--- src/rtl/rrp_pkg.sv ---
// Package for the RV32 relocation patcher: relocation kinds, status codes,
// word types of both channels and the immediate insert functions.
// Depends on nothing; every other file of the block uses it.
`default_nettype none

package rrp_pkg;

    // Relocation kinds.
    localparam logic [3:0] OP_MARKER    = 4'd0;
    localparam logic [3:0] OP_ABS32     = 4'd1;
    localparam logic [3:0] OP_PCREL32   = 4'd2;
    localparam logic [3:0] OP_ADD32     = 4'd3;
    localparam logic [3:0] OP_SUB32     = 4'd4;
    localparam logic [3:0] OP_BRANCH    = 4'd5;
    localparam logic [3:0] OP_JAL       = 4'd6;
    localparam logic [3:0] OP_HI20      = 4'd7;
    localparam logic [3:0] OP_LO12I     = 4'd8;
    localparam logic [3:0] OP_LO12S     = 4'd9;
    localparam logic [3:0] OP_PCRELHI   = 4'd10;
    localparam logic [3:0] OP_GOTHI     = 4'd11;
    localparam logic [3:0] OP_PCRELLO_I = 4'd12;
    localparam logic [3:0] OP_PCRELLO_S = 4'd13;
    localparam logic [3:0] OP_CALL      = 4'd14;
    localparam logic [3:0] OP_OTHER     = 4'd15;

    // Result status codes.
    localparam logic [2:0] ST_PATCHED     = 3'd0;
    localparam logic [2:0] ST_MARKER      = 3'd1;
    localparam logic [2:0] ST_BRANCH_OOR  = 3'd2;
    localparam logic [2:0] ST_JAL_OOR     = 3'd3;
    localparam logic [2:0] ST_UNSUPPORTED = 3'd4;

    // Bits of the original word kept by each immediate format.
    localparam logic [31:0] HI_ROUND    = 32'h0000_0800;
    localparam logic [31:0] MASK_U_KEEP = 32'h0000_0fff;
    localparam logic [31:0] MASK_I_KEEP = 32'h000f_ffff;
    localparam logic [31:0] MASK_SB_KEEP = 32'h01ff_f07f;

    // One relocation word.
    typedef struct packed {
        logic [3:0]         op;
        logic [31:0]        sym_value;
        logic signed [31:0] addend;
        logic [31:0]        site_addr;
        logic [31:0]        orig_word;
        logic [31:0]        next_word;
        logic [31:0]        partner_disp;
        logic [31:0]        got_entry_addr;
    } reloc_t;

    // One patch result word.
    typedef struct packed {
        logic [31:0] new_word;
        logic [31:0] new_next_word;
        logic        next_written;
        logic [2:0]  status;
    } patch_t;

    // U-type: upper 20 bits with rounding so that a signed lo12 adds back.
    function automatic logic [31:0] put_u(input logic [31:0] w, input logic [31:0] v);
        logic [31:0] r;
        begin
            r = v + HI_ROUND;
            return (w & MASK_U_KEEP) | {r[31:12], 12'd0};
        end
    endfunction

    // I-type: low 12 bits into bits 31:20.
    function automatic logic [31:0] put_i(input logic [31:0] w, input logic [31:0] v);
        return (w & MASK_I_KEEP) | {v[11:0], 20'd0};
    endfunction

    // S-type: low 12 bits split over bits 31:25 and 11:7.
    function automatic logic [31:0] put_s(input logic [31:0] w, input logic [31:0] v);
        return (w & MASK_SB_KEEP) | {v[11:5], 13'd0, v[4:0], 7'd0};
    endfunction

    // B-type: 13-bit displacement, bit 0 not encoded.
    function automatic logic [31:0] put_b(input logic [31:0] w, input logic [31:0] d);
        return (w & MASK_SB_KEEP) | {d[12], d[10:5], 13'd0, d[4:1], d[11], 7'd0};
    endfunction

    // J-type: 21-bit displacement, bit 0 not encoded.
    function automatic logic [31:0] put_j(input logic [31:0] w, input logic [31:0] d);
        return (w & MASK_U_KEEP) | {d[20], d[10:1], d[11], d[19:12], 12'd0};
    endfunction

endpackage

`default_nettype wire

--- src/rtl/rrp_in_if.sv ---
// Valid/ready channel that carries relocation words into the patcher.
// Depends on rrp_pkg for the word type.
`default_nettype none

interface rrp_in_if;
    logic           valid;
    logic           ready;
    rrp_pkg::reloc_t data;

    modport source (output valid, output data, input ready);
    modport sink (input valid, input data, output ready);
endinterface

`default_nettype wire

--- src/rtl/rrp_out_if.sv ---
// Valid/ready channel that carries patch result words out of the patcher.
// Depends on rrp_pkg for the word type.
`default_nettype none

interface rrp_out_if;
    logic           valid;
    logic           ready;
    rrp_pkg::patch_t data;

    modport source (output valid, output data, input ready);
    modport sink (input valid, input data, output ready);
endinterface

`default_nettype wire

--- src/rtl/riscv_relocation_patcher.sv ---
// Top level of the RV32 relocation patcher: a three-stage pipeline.
// Depends on rrp_pkg, rrp_in_if and rrp_out_if.
//
//   Channel  Dir  Word       Meaning
//   reloc    in   reloc_t    one relocation with its site words
//   patch    out  patch_t    patched words and status
//
// Every relocation passes through the stages in order: sums, value select,
// then range check and immediate insert into the output register.
// A new word is taken in every cycle while the output is being drained.
// Each stage holds while the stage after it is full and stalled; a stage
// that is empty fills even when the output stalls.
// Reset clears the stage valid bits only; the payload registers are not reset.
`default_nettype none

module riscv_relocation_patcher (
    input  wire        clk,
    input  wire        rst_n,
    rrp_in_if.sink     reloc,
    rrp_out_if.source  patch
);

    // Stage 1: first-level sums.
    typedef struct packed {
        logic [3:0]  op;
        logic [31:0] sa;
        logic [31:0] got_rel;
        logic [31:0] site_addr;
        logic [31:0] orig_word;
        logic [31:0] next_word;
        logic [31:0] partner_disp;
    } s1_t;

    // Stage 2: the value that gets written, selected by kind.
    typedef struct packed {
        logic [3:0]  op;
        logic [31:0] val;
        logic [31:0] orig_word;
        logic [31:0] next_word;
    } s2_t;

    logic                v1_reg, v2_reg, v3_reg;
    s1_t                 s1_reg, s1_next;
    s2_t                 s2_reg, s2_next;
    rrp_pkg::patch_t     s3_reg, s3_next;
    logic                adv1, adv2, adv3;

    // Each stage moves when it is empty or the next one moves.
    assign adv3 = !v3_reg || patch.ready;
    assign adv2 = !v2_reg || adv3;
    assign adv1 = !v1_reg || adv2;

    assign reloc.ready = adv1;
    assign patch.valid = v3_reg;
    assign patch.data  = s3_reg;

    // Stage 1 logic: S + A and the GOT displacement.
    always_comb
    begin
        s1_next.op           = reloc.data.op;
        s1_next.sa           = reloc.data.sym_value + reloc.data.addend;
        s1_next.got_rel      = reloc.data.got_entry_addr - reloc.data.site_addr;
        s1_next.site_addr    = reloc.data.site_addr;
        s1_next.orig_word    = reloc.data.orig_word;
        s1_next.next_word    = reloc.data.next_word;
        s1_next.partner_disp = reloc.data.partner_disp;
    end

    // Stage 2 logic: value select by kind, with PC-relative and data-word arithmetic.
    always_comb
    begin
        s2_next.op        = s1_reg.op;
        s2_next.orig_word = s1_reg.orig_word;
        s2_next.next_word = s1_reg.next_word;
        case (s1_reg.op) inside
            rrp_pkg::OP_ABS32, rrp_pkg::OP_HI20, rrp_pkg::OP_LO12I,
            rrp_pkg::OP_LO12S:
                s2_next.val = s1_reg.sa;
            rrp_pkg::OP_PCREL32, rrp_pkg::OP_BRANCH, rrp_pkg::OP_JAL,
            rrp_pkg::OP_PCRELHI, rrp_pkg::OP_CALL:
                s2_next.val = s1_reg.sa - s1_reg.site_addr;
            rrp_pkg::OP_ADD32:
                s2_next.val = s1_reg.orig_word + s1_reg.sa;
            rrp_pkg::OP_SUB32:
                s2_next.val = s1_reg.orig_word - s1_reg.sa;
            rrp_pkg::OP_GOTHI:
                s2_next.val = s1_reg.got_rel;
            rrp_pkg::OP_PCRELLO_I, rrp_pkg::OP_PCRELLO_S:
                s2_next.val = s1_reg.partner_disp;
            default:
                s2_next.val = s1_reg.sa;
        endcase
    end

    // Stage 3 logic: range check and immediate insert.
    always_comb
    begin
        s3_next.new_word      = s2_reg.orig_word;
        s3_next.new_next_word = s2_reg.next_word;
        s3_next.next_written  = 1'b0;
        s3_next.status        = rrp_pkg::ST_PATCHED;
        case (s2_reg.op) inside
            rrp_pkg::OP_MARKER:
                s3_next.status = rrp_pkg::ST_MARKER;
            rrp_pkg::OP_ABS32, rrp_pkg::OP_PCREL32, rrp_pkg::OP_ADD32,
            rrp_pkg::OP_SUB32:
                s3_next.new_word = s2_reg.val;
            rrp_pkg::OP_BRANCH:
            begin
                // In range when bits 31:12 are a plain sign extension.
                if (&s2_reg.val[31:12] || !(|s2_reg.val[31:12]))
                    s3_next.new_word = rrp_pkg::put_b(s2_reg.orig_word, s2_reg.val);
                else
                    s3_next.status = rrp_pkg::ST_BRANCH_OOR;
            end
            rrp_pkg::OP_JAL:
            begin
                if (&s2_reg.val[31:20] || !(|s2_reg.val[31:20]))
                    s3_next.new_word = rrp_pkg::put_j(s2_reg.orig_word, s2_reg.val);
                else
                    s3_next.status = rrp_pkg::ST_JAL_OOR;
            end
            rrp_pkg::OP_HI20, rrp_pkg::OP_PCRELHI, rrp_pkg::OP_GOTHI:
                s3_next.new_word = rrp_pkg::put_u(s2_reg.orig_word, s2_reg.val);
            rrp_pkg::OP_LO12I, rrp_pkg::OP_PCRELLO_I:
                s3_next.new_word = rrp_pkg::put_i(s2_reg.orig_word, s2_reg.val);
            rrp_pkg::OP_LO12S, rrp_pkg::OP_PCRELLO_S:
                s3_next.new_word = rrp_pkg::put_s(s2_reg.orig_word, s2_reg.val);
            rrp_pkg::OP_CALL:
            begin
                s3_next.new_word      = rrp_pkg::put_u(s2_reg.orig_word, s2_reg.val);
                s3_next.new_next_word = rrp_pkg::put_i(s2_reg.next_word, s2_reg.val);
                s3_next.next_written  = 1'b1;
            end
            default:
                s3_next.status = rrp_pkg::ST_UNSUPPORTED;
        endcase
    end

    // Stage valid bits.
    always_ff @(posedge clk or negedge rst_n)
    begin
        if (!rst_n)
        begin
            v1_reg <= 1'b0;
            v2_reg <= 1'b0;
            v3_reg <= 1'b0;
        end
        else
        begin
            if (adv1)
                v1_reg <= reloc.valid;
            if (adv2)
                v2_reg <= v1_reg;
            if (adv3)
                v3_reg <= v2_reg;
        end
    end

    // Stage payload registers load only when a valid word moves in.
    always_ff @(posedge clk)
    begin
        if (adv1 && reloc.valid)
            s1_reg <= s1_next;
        if (adv2 && v1_reg)
            s2_reg <= s2_next;
        if (adv3 && v2_reg)
            s3_reg <= s3_next;
    end

    // The input stalls only when every stage holds a word.
    a_full_when_stalled: assert property (@(posedge clk) disable iff (!rst_n)
        !reloc.ready |-> (v1_reg && v2_reg && v3_reg))
        else $error("input stalled with an empty pipeline stage");

    // A word that leaves stage 1 always arrives in stage 2.
    a_no_loss: assert property (@(posedge clk) disable iff (!rst_n)
        (v1_reg && adv2) |=> v2_reg)
        else $error("word lost between stage 1 and stage 2");

    // Only a patched call pair writes the following word.
    a_next_only_patched: assert property (@(posedge clk) disable iff (!rst_n)
        (patch.valid && patch.data.next_written) |->
            (patch.data.status == rrp_pkg::ST_PATCHED))
        else $error("following word written with a failure status");

endmodule

`default_nettype wire
--- src/flat_wrapper.sv ---
// flat-port wrapper written by rule: the top's interface ports become plain ports
module riscv_relocation_patcher_flat 
  (clk, rst_n, reloc_valid, reloc_data, reloc_ready, patch_valid, patch_data, patch_ready);
  rrp_in_if reloc_i ();
  rrp_out_if patch_i ();
  input  wire clk;
  input  wire rst_n;
  input wire logic [$bits(reloc_i.valid)-1:0] reloc_valid;
  input wire logic [$bits(reloc_i.data)-1:0] reloc_data;
  output wire logic [$bits(reloc_i.ready)-1:0] reloc_ready;
  output wire logic [$bits(patch_i.valid)-1:0] patch_valid;
  output wire logic [$bits(patch_i.data)-1:0] patch_data;
  input wire logic [$bits(patch_i.ready)-1:0] patch_ready;
  assign reloc_i.valid = reloc_valid;
  assign reloc_i.data = reloc_data;
  assign reloc_ready = reloc_i.ready;
  assign patch_valid = patch_i.valid;
  assign patch_data = patch_i.data;
  assign patch_i.ready = patch_ready;
  riscv_relocation_patcher u_core (.clk(clk), .rst_n(rst_n), .reloc(reloc_i), .patch(patch_i));
endmodule
--- config.mk ---
export PLATFORM = sky130hd
export DESIGN_NAME = riscv_relocation_patcher_flat
export DESIGN_NICKNAME = d
export VERILOG_FILES = /design/src/rtl/rrp_pkg.sv /design/src/rtl/rrp_in_if.sv /design/src/rtl/rrp_out_if.sv /design/src/rtl/riscv_relocation_patcher.sv /design/src/flat_wrapper.sv
export SDC_FILE = /design/constraint.sdc
export NUM_CORES = 1
export LEC_CHECK = 0
export BUFFER_PORTS_ARGS = -buffer_cell sky130_fd_sc_hd__buf_2
export CAP_MARGIN = 25
export CORE_MARGIN = 2
export CORE_UTILIZATION = 45
export CTS_CLUSTER_SIZE = 14
export DETAILED_ROUTE_END_ITERATION = 8
export HOLD_SLACK_MARGIN = 0.15
export PLACE_DENSITY = 0.67
export SYNTH_ARGS = -nofsm -noshare
export SYNTH_HDL_FRONTEND = slang
export SYNTH_SLANG_ARGS = --single-unit
--- constraint.sdc ---
create_clock -name clk -period 15.6 [get_ports clk]
set_input_delay 2.34 -clock clk [delete_from_list [all_inputs] [get_ports clk]]
set_output_delay 2.34 -clock clk [all_outputs]
set_load 0.02 [all_outputs]
Word level (Yosys, flattened, before mapping) --
Cells that the tools add are included.
Storage, ports and cells: word-level logic and storage cells 119, register bits 367, output and inout port bits 70, input bits 232
Operators by class: bitwise gates (word level) 6, add/subtract/negate cells 6, multiplexer cells 33, reduce and logical (&&, ||, !) cells 27, equality and inequality tests 28
Operators with widths (count):
- $mux W32 | 16
- $mux W33 | 8
- $sub A32 B32 Y32 | 3
- $add A32 B32 Y32 | 2
- $or A12 B32 Y32 | 2
- $or A20 B32 Y32 | 2
- $or A25 B32 Y32 | 2
- $eq A4 B4 Y1 const B | 14
- $add A32 B12 Y32 const B | 1
- $eq A4 B3 Y1 const B | 8
- $reduce_and A20 Y1 | 1
- $reduce_or A20 Y1 | 1
- $mux W3 | 6
- $eq A4 B2 Y1 const B | 4
- $reduce_or A14 Y1 | 1
- $reduce_and A12 Y1 | 1
- $reduce_or A12 Y1 | 1
- $reduce_or A5 Y1 | 2
- $eq A4 B1 Y1 const B | 2
- $reduce_or A4 Y1 | 2
- $reduce_or A2 Y1 | 3
- $logic_not A1 Y1 | 5
- $logic_or A1 B1 Y1 | 5
- $logic_not A4 Y1 | 1
- other kinds (4) | 7

Depth between registers and ports, before layout --
depth in word-level cells 10, gate-level depth with buffers 14, mapped depth without buffers 14

Worst setup path after synthesis --
Ideal clock, no wire load.
kind input-to-reg, start point input patch_ready, end point register u_core.s1_reg[0] (netlist name), enable pin, required time 15.021 ns, setup slack 7.898 ns, buffers on the path 0, stages on the path 3, data arrival time 7.122 ns, setup time 0.579 ns, cells stage by stage nor2b_1 > nand3_1 > and2_1
On the way: word-level cells in the longest chain between the ends 4
Ends and longest elaborated chain:
- start, declared | RTL line flat_wrapper.sv:13 | input wire logic [$bits(patch_i.ready)-1:0] patch_ready;
- $logic_or A1 B1 Y1 | RTL line riscv_relocation_patcher.sv:49 | assign adv3 = !v3_reg || patch.ready;
- $logic_or A1 B1 Y1 | RTL line riscv_relocation_patcher.sv:50 | assign adv2 = !v2_reg || adv3;
- $logic_or A1 B1 Y1 | RTL line riscv_relocation_patcher.sv:51 | assign adv1 = !v1_reg || adv2;
- via reloc_ready | RTL line flat_wrapper.sv:10 | output wire logic [$bits(reloc_i.ready)-1:0] reloc_ready;
- $logic_and A1 B1 Y1 | RTL line riscv_relocation_patcher.sv:163 | if (adv1 && reloc.valid)
- end signal, assigned | RTL line riscv_relocation_patcher.sv:164 | s1_reg <= s1_next;
- end, declared | RTL line riscv_relocation_patcher.sv:43 | s1_t s1_reg, s1_next;
The timed path passes the listed nets, and every way through them passes these cells. A chain may end at the register's enable or synchronous reset.

Worst setup path in the final report --
start point input patch_ready, end point output reloc_ready
On the way: word-level cells in the longest chain between the ends 3
Ends and longest elaborated chain (RTL line):
- $logic_or A1 B1 Y1 | riscv_relocation_patcher.sv:49
- $logic_or A1 B1 Y1 | riscv_relocation_patcher.sv:50
- $logic_or A1 B1 Y1 | riscv_relocation_patcher.sv:51
- end, declared | flat_wrapper.sv:10
Every way passes these cells.

==> flow_metrics.env <==
export IMPL_min_path_cells=0
export IMPL_worstHoldStart="u_core.s1_reg[35]"
export IMPL_yosys_area_top_type="edfxtp_1"
export IMPL_min_path_type="flip-flop to flip-flop"
export IMPL_ys_seq_area_share_pct=48.52
export IMPL_multiInputGateArea_mm2=0.01076
export IMPL_synthesis_area_mm2=0.02268
export IMPL_power_switching_w=0.001020
export IMPL_clock_path_buffers=3
export IMPL_die_w_um=228.5
export IMPL_ir_worst_vdd_mv=0.1001
export IMPL_swShare_pct=32.38
export IMPL_netlist_cell_type_count=100
export IMPL_final_nets=2876
export IMPL_drtIter0Drc=1355
export IMPL_synth_area_per_cell_um2=10.31
export IMPL_largest_reg_flops=196
export IMPL_gp_congestion=0.9370
export IMPL_path_class="input port to primary output"
export IMPL_ys_seq_elements=367
export IMPL_utilization_pct=52.45
export IMPL_ys_async_sr_fraction_pct=0.8174
export IMPL_firstDrtPassIters=5
export IMPL_routed_wirelength_um=66840
export IMPL_cts_resized=0
export IMPL_ant_nets=0
export IMPL_finClkSkew_ns=0.03437
export IMPL_drcViolationCount=0
export IMPL_finalSetupViolations=0
export IMPL_worstPathRequired_ns=13.26
export IMPL_coreArea_mm2=0.04997
export IMPL_grt_pass1_vias=17841
export IMPL_cts_sinks=367
export IMPL_hold_viol_final=0
export IMPL_drive_above_1_share_pct=17.87
export IMPL_placedInstanceArea_mm2=0.02481
export IMPL_grt_start_max_net_pins=82
export IMPL_yosysWarnings=0
export IMPL_cts_tree="built"
export IMPL_final_min_clock_period_ns=5.238
export IMPL_clkTransAtPathRegs_ns=0.06
export IMPL_vias_per_cell=5.793
export IMPL_grt_ovfl_total=0
export IMPL_tns_ns=0
export IMPL_drv_slew=0
export IMPL_cts_buffers=42
export IMPL_wire_per_inst_um=20.98
export IMPL_reg2reg_depth=12
export IMPL_antenna_found_initial=1
export IMPL_synth_net_count=2593
export IMPL_dieArea_mm2=0.05222
export IMPL_dp_hpwl_um=51190
export IMPL_vias=18451
export IMPL_yosysTopAreaCellShare_pct=48.19
export IMPL_diodes=0
export IMPL_ctsHtreeMaxLevel=2
export IMPL_synth_area_leaders="edfxtp_1 48%, ha_1 8.6%, a21oi_1 3.9%"
export IMPL_n_fill_cell=4441
export IMPL_r2r_end="u_core.s2_reg[89]"
export IMPL_die_h_um=228.5
export IMPL_cellPowerDensity_mw_per_mm2=120.2
export IMPL_finalCritPeriodShare_pct=33.58
export IMPL_intPower_w=0.002130
export IMPL_worst_hold_path_endpoint="u_core.s2_reg[3]"
export IMPL_worstMarginPinSlew_ns=1.070
export IMPL_fin_area_mm2=0.02621
export IMPL_synth_cells=2200
export IMPL_outcome="completed"
export IMPL_cts_hold_buf=0
export IMPL_track_usage_pct=25.00
export IMPL_start_util_pct=45.40
export IMPL_area_growth_pct=15.54
export IMPL_clk_latency_ns=0.59
export IMPL_synth_edf_count=364
export IMPL_grt_first_pass_wirelength_um=102000
export IMPL_power_leakage_nw=10.75
export IMPL_io_buffers=301
export IMPL_ioPinCount=302
export IMPL_slew_headroom_pct=28.46
export IMPL_pwr_share_clk_pct=31.5
export IMPL_crit_path_end_kind="primary output"
export IMPL_regArea_mm2=0.01101
export IMPL_critPathLaunchType="input port"
export IMPL_cp_arrival_ns=2.90
export IMPL_cts_setup_buffers=0
export IMPL_seq_power_share_pct=42.0
export IMPL_timing_rr_start="u_core.s1_reg[161]"
export IMPL_p_comb_share_pct=26.5
export IMPL_rows=82
export IMPL_maxCapViolCount=0
export IMPL_cts_root_buffer="clkbuf_16"
export IMPL_synth_main_ff_cell="edfxtp_1"
export IMPL_cp_max_fo=3
export IMPL_fmax_mhz=190.9
export IMPL_grt_setup_unrepaired="false"
export IMPL_reg2reg_slack_ns=11.32
worst max-delay path by stage:
stage | to | from | depth (start not counted) | slack, ns
finish | reloc_ready | patch_ready | 4 | 10.36
detailed placement | u_core.s1_reg[158] | reloc_data[0] | 14 | 9.84
global placement | u_core.s1_reg[158] | reloc_data[0] | 14 | 9.96
CTS | reloc_ready | patch_ready | 4 | 10.37
global route | u_core.s1_reg[158] | reloc_data[0] | 14 | 10.27
floorplan | u_core.s1_reg[0] | patch_ready | 3 | 7.90
critical path, cell delays in order:
cell	delay, ns
buf_2	0.11
nor2b_1	0.14
nand3_1	0.13
buf_2	0.18
power groups by stage:
| stage | clock, W | combinational, W | sequential (W) |
|---|---|---|---|
| 4_1_cts | 0.00101 | 0.000823 | 0.00132 |
| 6_report | 0.000993 | 0.000835 | 0.00132 |
| 2_1_floorplan | 0 | 0.000555 | 0.00133 |
| 5_1_grt | 0.00105 | 0.000912 | 0.00133 |
| 3_5_place_dp | 0 | 0.000817 | 0.00134 |
| 3_3_place_gp | 0 | 0.000805 | 0.00134 |
through the flow:
stage	std cells	hold WS [ns]	power, W	setup WS (ns)
after detailed placement	3111	0.4045	0.002157	9.838
final	3185	0.4025	0.003149	10.36
after CTS	3185	0.3964	0.003152	10.37
after global placement	3111	0.4017	0.002141	9.963
after floorplan	2200	0.4003	0.001888	7.898
after global routing	3185	0.4084	0.003294	10.27
logic make-up after synthesis:
logic type	count (synthesis)	synth area share, %
simple gates	633	13.13
buf+inv	232	4.170
xor+xnor	96	3.707
compound gates	680	20.01
mux	31	1.423
flops	367	48.52
fa+ha+maj	161	9.046
cell usage after synthesis, types with 12 or more instances:
cell type    n
nor4_1      12
nor2_1     173
edfxtp_1   364
nor3_1      43
o21ai_0    124
o22ai_1     47
xnor2_1     66
a221oi_1    12
inv_1      152
nor2b_1     24
nand3_1     33
and2_1      17
xor2_1      30
a21oi_1    175
nand2b_1    36
mux2i_1     21
clkbuf_1    50
o21a_1      23
o21bai_1    13
a31oi_1     38
nand2_1    214
nand4_1     20
o211ai_1    26
o31ai_1     13
and3_1      14
ha_1       156
a211oi_1    17
a22oi_1     14
a21o_1      54
layout make-up:
class | count | area share, %
flip-flops and latches | 367 | 41.99
multi-input cells | 1601 | 41.07
repair buffers | 316 | 6.178
clock buffers | 50 | 4.125
well taps | 672 | 3.208
inverters | 155 | 2.220
clock inverters | 24 | 1.203
placed cells by master (no fill, tap or decap), types with 15 or more instances in the layout:
cell	instances
o21ai_0	124
a211oi_1	17
ha_1	156
nor2_1	172
o211ai_1	26
a21o_1	54
nand3_1	33
buf_4	15
nand4_1	20
nor2b_1	24
mux2i_1	21
o22ai_1	47
xor2_1	30
o21a_1	23
a21oi_1	175
clkbuf_16	42
nand2b_1	36
xnor2_1	66
nand2_1	214
nor3_1	40
inv_1	152
a31oi_1	38
buf_2	301
edfxtp_1	364
routing by layer:
metal | up-vias | routed length, um | GRT usage (%)
met5 | - | 17 | 0
met4 | 2 | 1785 | 7.067
met3 | 102 | 4592 | 3.630
met2 | 752 | 30090 | 40.06
met1 | 8788 | 30350 | 35.37
li1 | 8807 | - | -
Power figures use the tool's default switching activity.
